==> config.mk <==
export PLATFORM = sky130hd
export DESIGN_NAME = smct_cell
export DESIGN_NICKNAME = d
export VERILOG_FILES = /design/src/rtl/core/smct_pkg.sv /design/src/rtl/core/smct_cell.sv
export SDC_FILE = /design/constraint.sdc
export NUM_CORES = 1
export LEC_CHECK = 0
export BUFFER_PORTS_ARGS = -buffer_cell sky130_fd_sc_hd__buf_2
export CELL_PAD_IN_SITES_DETAIL_PLACEMENT = 1
export CELL_PAD_IN_SITES_GLOBAL_PLACEMENT = 2
export CORE_AREA = 2 2 172 174
export DETAILED_ROUTE_END_ITERATION = 16
export DIE_AREA = 0 0 174 176
export PLACE_DENSITY = 0.84
export SLEW_MARGIN = 10
export SYNTH_ARGS = -nofsm -noshare
export SYNTH_HDL_FRONTEND = slang
export SYNTH_SLANG_ARGS = --single-unit
==> constraint.sdc <==
create_clock -name i_clk -period 7.5 [get_ports i_clk]
set_clock_uncertainty 0.05 [all_clocks]
set_input_delay 1.5 -clock i_clk [delete_from_list [all_inputs] [get_ports i_clk]]
set_output_delay 1.5 -clock i_clk [all_outputs]
set_load 0.01 [all_outputs]
==> src/rtl/core/smct_pkg.sv <==
`default_nettype none
// ============================================================================
// smct_pkg
// Shared types and codes for the station match count table.
// ============================================================================
package smct_pkg;

    localparam int unsigned MAX_STATIONS_DEF = 64;

    localparam int unsigned REQ_W    = 2;
    localparam int unsigned CHAN_W   = 7;
    localparam int unsigned ID_W     = 40;
    localparam int unsigned LVL_W    = 8;
    localparam int unsigned IDX_W    = 6;
    localparam int unsigned STATUS_W = 3;
    localparam int unsigned PKT_W    = 32;
    localparam int unsigned ECNT_W   = 7;

    localparam logic [REQ_W-1:0] REQ_REPORT = 2'd0;
    localparam logic [REQ_W-1:0] REQ_READ   = 2'd1;
    localparam logic [REQ_W-1:0] REQ_CLEAR  = 2'd2;

    localparam logic [STATUS_W-1:0] ST_UPDATED  = 3'd0;
    localparam logic [STATUS_W-1:0] ST_INSERTED = 3'd1;
    localparam logic [STATUS_W-1:0] ST_DROPPED  = 3'd2;
    localparam logic [STATUS_W-1:0] ST_READ_OK  = 3'd3;
    localparam logic [STATUS_W-1:0] ST_RANGE    = 3'd4;
    localparam logic [STATUS_W-1:0] ST_CLEARED  = 3'd5;

    typedef struct packed {
        logic [REQ_W-1:0]  req_type;
        logic [CHAN_W-1:0] channel;
        logic [ID_W-1:0]   station_id;
        logic              from_fixed_part;
        logic [LVL_W-1:0]  signal_level;
        logic [IDX_W-1:0]  entry_index;
    } t_req;

    typedef struct packed {
        logic [STATUS_W-1:0] status;
        logic                entry_valid;
        logic [CHAN_W-1:0]   out_channel;
        logic [ID_W-1:0]     out_station_id;
        logic [LVL_W-1:0]    out_signal_level;
        logic [PKT_W-1:0]    fixed_count;
        logic [PKT_W-1:0]    portable_count;
        logic [ECNT_W-1:0]   entry_count;
    } t_res;

    // token passed from cell to cell during a lookup pass
    typedef struct packed {
        logic              valid;
        logic              hit;
        logic              found;
        logic [CHAN_W-1:0] chan;
        logic [ID_W-1:0]   id;
        logic [LVL_W-1:0]  lvl;
        logic [PKT_W-1:0]  fix_cnt;
        logic [PKT_W-1:0]  por_cnt;
    } t_link;

endpackage
`default_nettype wire

==> src/rtl/core/smct_cell.sv <==
`default_nettype none
// ============================================================================
// smct_cell
// One table entry: match, update, insert and read for its own slot, with
// the lookup token registered on to the next cell.
// ============================================================================
module smct_cell #(
    parameter int unsigned MAX_STATIONS = smct_pkg::MAX_STATIONS_DEF,
    parameter int unsigned IDX          = 0,
    localparam int unsigned CNT_W       = $clog2(MAX_STATIONS + 1)
) (
    input  wire logic             i_clk,
    input  wire logic             i_rst_n,
    input  wire smct_pkg::t_req   i_req,
    input  wire logic [CNT_W-1:0] i_count,
    input  wire smct_pkg::t_link  i_link,
    output smct_pkg::t_link       o_link
);
    import smct_pkg::*;

    localparam int unsigned CMP_W = (CNT_W > IDX_W) ? CNT_W : IDX_W;
    localparam logic [PKT_W-1:0] PKT_TOP = '1;

    logic [CHAN_W-1:0] r_chan;
    logic [ID_W-1:0]   r_id;
    logic [LVL_W-1:0]  r_lvl;
    logic [PKT_W-1:0]  r_fix;
    logic [PKT_W-1:0]  r_por;
    logic              r_link_vld;
    t_link             r_link;
    t_link             n_link;

    logic in_use;
    logic is_report;
    logic is_read;
    logic hit_here;
    logic ins_here;
    logic rd_here;

    always_comb begin
        in_use    = (CNT_W'(IDX) < i_count);
        is_report = (i_req.req_type == REQ_REPORT);
        is_read   = (i_req.req_type != REQ_REPORT) && (i_req.req_type != REQ_CLEAR);
        hit_here  = i_link.valid && is_report && in_use &&
                    (r_chan == i_req.channel) && (r_id == i_req.station_id);
        ins_here  = i_link.valid && is_report && !i_link.hit &&
                    (i_count == CNT_W'(IDX));
        rd_here   = i_link.valid && is_read && in_use &&
                    (CMP_W'(i_req.entry_index) == CMP_W'(IDX));
        n_link = i_link;
        n_link.hit = i_link.hit | hit_here;
        if (rd_here) begin
            n_link.found   = 1'b1;
            n_link.chan    = r_chan;
            n_link.id      = r_id;
            n_link.lvl     = r_lvl;
            n_link.fix_cnt = r_fix;
            n_link.por_cnt = r_por;
        end
    end

    // entry storage
    always_ff @(posedge i_clk) begin
        if (ins_here) begin
            r_chan <= i_req.channel;
            r_id   <= i_req.station_id;
            r_lvl  <= i_req.signal_level;
            r_fix  <= '0;
            r_por  <= '0;
        end else if (hit_here) begin
            r_lvl <= i_req.signal_level;
            if (i_req.from_fixed_part) begin
                if (r_fix != PKT_TOP) begin
                    r_fix <= r_fix + 1'b1;
                end
            end else begin
                if (r_por != PKT_TOP) begin
                    r_por <= r_por + 1'b1;
                end
            end
        end
    end

    always_ff @(posedge i_clk) begin
        if (!i_rst_n) begin
            r_link_vld <= 1'b0;
        end else begin
            r_link_vld <= n_link.valid;
        end
    end

    always_ff @(posedge i_clk) begin
        r_link <= n_link;
    end

    always_comb begin
        o_link       = r_link;
        o_link.valid = r_link_vld;
    end

endmodule
`default_nettype wire

# Word level (Yosys, flattened, before mapping)
# Index checks and enable logic that the tools add are counted.
# word_totals
input_bits	195
output_inout_bits	122
regBits	241
word_cells	44
# op_classes
add_sub_neg	2
bitwise	2
n_lt_le_gt_ge	1
n_eq_ne	5
n_reduce_logical	18
muxes	3
# op_table
operator	count
119-bit 2-to-1 mux	1
32-bit by 1-bit adder with 32-bit output, second input constant	2
32-bit inequality test, second input constant	2
40-bit == test	1
8-bit 2-to-1 mux	2
1-bit logical AND	10
7-bit == test	1
7-bit zero test	1
1-bit by 7-bit < comparator with 1-bit output, first input constant	1
6-bit zero test	1
3-bit AND reduction	2
2-bit nonzero test	2
2-bit zero test	1
2-bit inequality test, second input constant	1
1-bit zero test	1
1-bit inverter	1
1-bit OR	1

# Logic depth before layout (Yosys ltp)
# Gate-level depths: netlist of the first run.
# depth
word_depth	7
mapped_depth	10

# Worst setup path after synthesis of the first run
# OpenSTA, ideal clock, no wires.
# synth_timing
kind	input to register
startpoint	in i_count[3]
endpoint	reg r_chan[0], enable pin
cell_stages	6
arrival_time_ns	4.149
setup_time_ns	0.430
path_slack_ns	2.872
n_path_buf	2
path_cell_list	nor4_1 > nand2_1 > or3_1 > inv_1 > clkbuf_1 > clkbuf_1
# synth_via
elab_chain_cells	2
# synth_lines
item	line	rtl
from (decl)	smct_cell.sv:15	input wire logic [CNT_W-1:0] i_count,
7-bit zero test	smct_cell.sv:47	(i_count == CNT_W'(IDX));
1-bit logical AND	smct_cell.sv:46	ins_here = i_link.valid && is_report && !i_link.hit &&
net ins_here	smct_cell.sv:37	logic ins_here;
to (signal assigned)	smct_cell.sv:65	r_chan <= i_req.channel;
to (decl)	smct_cell.sv:24	logic [CHAN_W-1:0] r_chan;
# The timed path passes the listed nets, and every way through them passes these cells.
# A chain may end at the register's enable or synchronous reset.

# Worst setup path in the final report of the first run
# layout_timing
startpoint	in i_count[3]
endpoint	reg r_id[29], enable pin
# layout_via
elab_chain_cells	2
# layout_lines
item	line	rtl
7-bit zero test	smct_cell.sv:47	
1-bit logical AND	smct_cell.sv:46	
to (signal assigned)	smct_cell.sv:66	r_id <= i_req.station_id;
to (decl)	smct_cell.sv:25	logic [ID_W-1:0] r_id;
# No other way between the ends.

==> results of run 1 <==
metrics by stage:
| step | hold slack, ns | power (W) | area (µm²) |
|---|---|---|---|
| after floorplan | 0.3981 | 0.001467 | 9623 |
| after global placement | 0.4012 | 0.001567 | 11530 |
| after detailed placement | 0.4122 | 0.001572 | 11530 |
| after CTS | 0.4265 | 0.002964 | 12470 |
| after global routing | 0.4395 | 0.003030 | 12480 |
| final | 0.4285 | 0.002916 | 12480 |
registers in the layout, summed over array words and instances, names as in the netlist:
name,cells
r_chan,7
r_fix,32
r_id,40
r_por,32
r_lvl,8
o_link,121
r_link_vld,1
power by group through the flow:
stage / Sequential (W) / Clock [W] / Combinational, W
after floorplan: 0.00142 / 0 / 0.0000483
after global placement: 0.00140 / 0 / 0.000168
after detailed placement: 0.00140 / 0 / 0.000173
after CTS: 0.00137 / 0.00142 / 0.000174
after global routing: 0.00137 / 0.00147 / 0.000187
final: 0.00137 / 0.00137 / 0.000172
cell usage in the layout, fill, tap and decap left out, types with 2 or more instances in the layout:
cell / Yosys / layout
xor2_1: 47 / 47
or2_2: 2 / 2
nor2_1: 4 / 4
ha_1: 2 / 2
nor4_1: 27 / 27
nand2b_1: 3 / 3
or3_1: 15 / 15
a21oi_1: 50 / 50
nand3_1: 24 / 23
diode_2: 0 / 7
mux2_2: 113 / 113
nand4_1: 28 / 28
o21a_1: 5 / 5
inv_1: 9 / 8
or4_1: 46 / 46
o21ai_0: 17 / 17
clkinv_2: 0 / 7
o31ai_1: 40 / 40
nor4b_1: 2 / 2
mux2i_1: 2 / 2
buf_4: 1 / 4
and4_1: 16 / 16
nand3b_1: 2 / 2
o211ai_1: 9 / 9
nand2_1: 42 / 42
and2_1: 11 / 11
clkbuf_16: 0 / 28
edfxtp_1: 55 / 55
buf_2: 0 / 316
o31a_1: 3 / 3
clkbuf_8: 0 / 5
nor3_1: 9 / 9
dfxtp_1: 186 / 186
and3_1: 10 / 10
clkbuf_1: 42 / 5
bufinv_16: 0 / 3
worst register-to-register path, cell delays in order, from the launching register on:
cell,delay (ns)
edfxtp_1,0.41
xor2_1,0.24
nor4_1,0.37
and4_1,0.29
nand4_1,0.88
or4_1,0.78
a21oi_1,0.16
cell type report:
cell class | instances | area, µm²
Clock buffer | 38 | 788.3
Multi-Input combinational cell | 536 | 4031
Sequential cell | 241 | 5375
Tap cell | 384 | 480.5
Fill cell | 3240 | 16060
Timing Repair Buffer | 320 | 1612
Inverter | 9 | 35.03
Clock inverter | 12 | 145.1
Antenna cell | 7 | 17.52
worst min path at each step:
stage / from / to / slack [ns] / cells after the start
final: r_lvl[3] / o_link[67] / 0.43 / 1
after global routing: r_lvl[2] / o_link[66] / 0.44 / 1
after CTS: r_lvl[7] / o_link[71] / 0.43 / 1
after detailed placement: r_lvl[7] / o_link[71] / 0.41 / 1
after global placement: r_lvl[3] / o_link[67] / 0.40 / 1
after floorplan: r_por[31] / r_por[31] / 0.40 / 2
per-layer routing:
metal  vias to the layer above  global-route usage (%)  part of all wire (%)
met1                      3852                   23.90                    44
met5                         -                       0                 0.024
li1                       3783                       -                     -
met4                         2                   6.268                   2.3
met3                        44                   3.295                   4.8
met2                       204                   32.20                    49
cell families (layout without fill, tap and decap cells):
family	after synthesis	count (layout)
flip-flops	241	241
other	0	7
buffers and inverters	57	379
multiplexers	115	115
AND/OR/NAND/NOR	244	244
AO/OA/AOI/OAI	128	128
adder cells (fa/ha/maj)	2	2
XOR/XNOR	47	47
==> impl_metrics.ini, run 1 <==
[synth]
synth_commonest_cells = dfxtp_1 (186), mux2_2 (113), edfxtp_1 (55)
muxShareOfSynthArea_pct = 13.43
synth_compound_gate_area_share_pct = 8.282
ys_async_sr_fraction_pct = 0
yosysSeqAreaShare_pct = 55.86
avgSynthCellArea_um2 = 11.54
synthDistinctLibCells = 39
synth-main-ff-cell = dfxtp_1
synth.most_common_cell = dfxtp_1
synth_adder_area_share_pct = 0.2600
synth_edf_count = 55
synth_area_leaders = dfxtp_1 (39%), edfxtp_1 (17%), mux2_2 (13%), xor2_1 (4.3%), or4_1 (3.6%)
syn-num-nets = 1031
yosysWarnings = 0
synth_xor_area_share_pct = 4.278
syn-cell-area_mm2 = 0.009623
synth-simple-area-share_pct = 15.47
synth_top_family_by_area = simple AND/OR/NAND/NOR gates
netlist.area_leader.share_pct = 38.69
synth_cells = 834
synth_seq_cells = 241
synth_top_cell_by_area = dfxtp_1

[critical_path]
cp_num_buf_inv = 3
r2r_slack_ns = 4.22
r2r_cells = 6
max_stage_delay_ns = 0.75
crit_start = i_count[3]
endpoint_kind = register
critPathSlowestCell = clkinv_2
crit_path_max_fanout = 58
startpoint_type = primary input
reg2reg_from = r_id[13]
critPathTopFamily = buffers and inverters
arrival_ns = 4.41
critPathKind = primary input to register
cp_cell_sequence = buf_2 -> nor4_1 -> nand2_1 -> or3_1 -> clkinv_2 -> buf_4
crit_path_end = r_id[29]
crit_required_ns = 7.61
cp.depth = 6
rr_endpoint = r_por[20]

[detailed_routing]
dr.pass1.iters = 4
postRouteAntennaNets = 0
drt-total-wl_mm = 29.27
viasPerCell = 5.097
vias = 7885
wl_per_cell_um = 18.92
drc_errors = 0
first_iter_violations = 331

[place]
io_buffers = 316
dp_hpwl_mm = 21.63
placed_cells = 1490
dp_slack_ns = 2.547
place.gp.congestion = 0.8109

[sta]
fmax_mhz = 232.7
setup_slack_ns = 3.203
setup_viol = 0
hold_viol = 0
rsz0062_at_grt = no
worst_slew_pin_slew_ns = 1.127
fin_tns_setup_ns = 0
slew_headroom_pct = 24.66
period_share_pct = 57.30
period_needed_ns = 4.297
report.final.slew_viol_count = 0

[hold_path]
hold_path_class = register to register

[grt]
grt_pass1_vias = 8143
grt_overflow = 0
antenna_found_initial = 8
grt_pass1_wl_mm = 45.68
grtUsageTotal_pct = 18.74
grt_max_degree = 85

[clock_network]
clock_latency_ns = 0.53
hold_buffers = 0
cts_resized = 0
cts_max_level = 1
cts_inserted_buffers = 27
clk_pin_slew_ns = 0.06
cts_tree = built
cts_num_sinks = 241
post_cts_buffers = 0
clockBufferDepth = 3
cts-root-buf = clkbuf_16

[power_and_ir_drop]
pwr-share-clk_pct = 47.1
p_sw_share_pct = 21.53
seq_power_share_pct = 47.0
powerDensity_mw_per_mm2 = 233.6
leakage_nw = 5.013
pwr-share-comb_pct = 5.9
p_switching_w = 0.0006279
intPower_w = 0.002288
irDropWorstVdd_uv = 161.6

[final_layout]
nets = 1332
synthToLayoutAreaGrowth_pct = 29.74
final_util_pct = 43.73
drive_above_1_share_pct = 42.04
final_cells = 1547

[status]
outcome = completed

[floorplanning]
fp-row-count = 62
design.core.area_mm2 = 0.02855
dieArea_mm2 = 0.03062
die-width_um = 174
die_h_um = 176
start_util_pct = 33.71
io_pins = 317

[run]
maxCapViolCount = 0
Power figures use the tool's default switching activity.
==> run 2: changes to the inputs <==
--- a/config.mk
+++ b/config.mk
@@ -8,10 +8,10 @@
 export BUFFER_PORTS_ARGS = -buffer_cell sky130_fd_sc_hd__buf_2
 export CELL_PAD_IN_SITES_DETAIL_PLACEMENT = 1
 export CELL_PAD_IN_SITES_GLOBAL_PLACEMENT = 2
-export CORE_AREA = 2 2 172 174
+export CORE_AREA = 2 2 189 191
 export DETAILED_ROUTE_END_ITERATION = 16
-export DIE_AREA = 0 0 174 176
-export PLACE_DENSITY = 0.84
+export DIE_AREA = 0 0 191 193
+export PLACE_DENSITY = 0.74
 export SLEW_MARGIN = 10
 export SYNTH_ARGS = -nofsm -noshare
 export SYNTH_HDL_FRONTEND = slang
==> constraint.sdc (replaced) <==
create_clock -name i_clk -period 3.8 [get_ports i_clk]
set_clock_uncertainty 0.05 [all_clocks]
set_input_delay 0.76 -clock i_clk [delete_from_list [all_inputs] [get_ports i_clk]]
set_output_delay 0.76 -clock i_clk [all_outputs]
set_load 0.01 [all_outputs]
==> impl_metrics.ini, run 2 (same netlist as run 1, synthesis figures left out) <==
[detailed_routing]
viasPerCell = 4.856
dr.pass1.iters = 4
drt-total-wl_mm = 30.61
first_iter_violations = 380
wl_per_cell_um = 18.79
vias = 7911
postRouteAntennaNets = 0
drc_errors = 0

[clock_network]
clockBufferDepth = 3
cts_tree = built
hold_buffers = 0
clk_pin_slew_ns = 0.06
cts_num_sinks = 241
cts_inserted_buffers = 27
cts-root-buf = clkbuf_16
post_cts_buffers = 0
cts_resized = 0
cts_max_level = 1
clock_latency_ns = 0.54

[sta]
holdWs_ns = 0.3477
period_needed_ns = 3.207
rsz0062_at_grt = no
worst_slew_pin_slew_ns = 0.7295
period_share_pct = 84.39
hold_viol = 0
fin_tns_setup_ns = 0
fmax_mhz = 311.8
report.final.slew_viol_count = 0
slew_headroom_pct = 51.22
setup_viol = 0

[place]
io_buffers = 316
dp_hpwl_mm = 23.03
place.gp.congestion = 0.7603
post_dp_cell_area_mm2 = 0.01179

[floorplanning]
io_pins = 317
dieArea_mm2 = 0.03686
die-width_um = 191
die_h_um = 193
start_util_pct = 27.52
fp-row-count = 69
design.core.area_mm2 = 0.03496

[status]
outcome = completed

[final_layout]
fillers = 3947
layout_common_cells = buf_2 (316), dfxtp_1 (186), mux2_2 (113)
multiInputGateArea_mm2 = 0.004031
nets = 1343
layout_commonest_cell = buf_2
final_cell_area_mm2 = 0.01267
drive_above_1_share_pct = 42.28
seqCellArea_mm2 = 0.005375
final_util_pct = 36.24
synthToLayoutAreaGrowth_pct = 31.66
largest_reg_flops = 121

[power_and_ir_drop]
powerDensity_mw_per_mm2 = 445.1
finalPower_w = 0.005640
pwr-share-clk_pct = 46.0
irDropWorstVdd_uv = 277.7
pwr-share-comb_pct = 6.0
seq_power_share_pct = 48.0
p_sw_share_pct = 22.02
p_switching_w = 0.001242
leakage_nw = 5.065
intPower_w = 0.004398

[critical_path]
cp_cell_sequence = xor2_1 -> nor4_1 -> nand4_1 -> or4_4 -> buf_12 -> or4_1 -> a21oi_1
endpoint_kind = register
cp_num_buf_inv = 1
critPathTopFamily = simple AND/OR/NAND/NOR gates
crit_path_max_fanout = 37
arrival_ns = 3.62
crit_required_ns = 4.21
critPathKind = register to register
critPathSlowestCell = or4_4
max_stage_delay_ns = 0.72
startpoint_type = register

[grt]
grt_overflow = 0
antenna_found_initial = 3
grt_max_degree = 49
grtUsageTotal_pct = 16.39
grt_pass1_wl_mm = 47.09
grt_pass1_vias = 8172

[hold_path]
hold_path_class = primary input to register

[run]
maxCapViolCount = 0
-- run 2: cell count changes in the layout (fill, tap and decap cells not counted), sizes merged --
cell    before  now
clkinv       8    5
bufinv       3    1
diode        7    2
clkbuf      38   42
buf        320  331
-- run 2: power groups by stage --
stage	logic, W	registers [W]	clock network, W
finish	0.000341	0.00271	0.00259
global route	0.000375	0.00271	0.00279
CTS	0.000347	0.00271	0.00268
detailed placement	0.000344	0.00276	0
global placement	0.000337	0.00276	0
floorplan	0.0000953	0.00280	0
-- run 2: final cells by class --
| cell class | instances | share of cell area (%) |
|---|---|---|
| multi-input cells | 536 | 31.82 |
| repair buffers | 331 | 13.96 |
| inverters | 9 | 0.2864 |
| clock buffers | 42 | 6.419 |
| flip-flops and latches | 241 | 42.43 |
| well taps | 461 | 4.553 |
| diodes | 2 | 0.03950 |
| clock inverters | 7 | 0.4938 |
-- run 2: metal layers --
layer	vias to the layer above	track usage (%)	wire length, µm
li1	3783	-	-
met1	3871	20.47	13100
met2	210	28.36	14950
met3	47	3.656	1814
met4	0	4.711	754
met5	-	0	0
-- run 2: final timing paths --
check / startpoint / to / slack [ns] / depth (start not counted)
hold reg to reg: r_lvl[7] / o_link[71] / 0.42 / 1
setup / recovery: r_id[3] / r_por[25] / 0.59 / 7
hold / removal: i_req[11] / r_lvl[5] / 0.35 / 1
setup reg to reg: r_id[3] / r_por[25] / 0.59 / 7
-- run 2: per-stage QoR --
| stage | setup slack, ns | cells |
|---|---|---|
| 4_1_cts | 0.6331 | 1627 |
| 3_3_place_gp | 0.2661 | 1578 |
| 3_5_place_dp | 0.2532 | 1578 |
| 5_1_grt | 0.4435 | 1629 |
| 2_1_floorplan | 0.6842 | 834 |
| 6_report | 0.5933 | 1629 |
-- run 2: worst register-to-register path, stage by stage, from the launching register on --
cell,delay [ns]
edfxtp_1,0.43
xor2_1,0.21
nor4_1,0.60
nand4_1,0.18
or4_4,0.72
buf_12,0.25
or4_1,0.53
a21oi_1,0.17
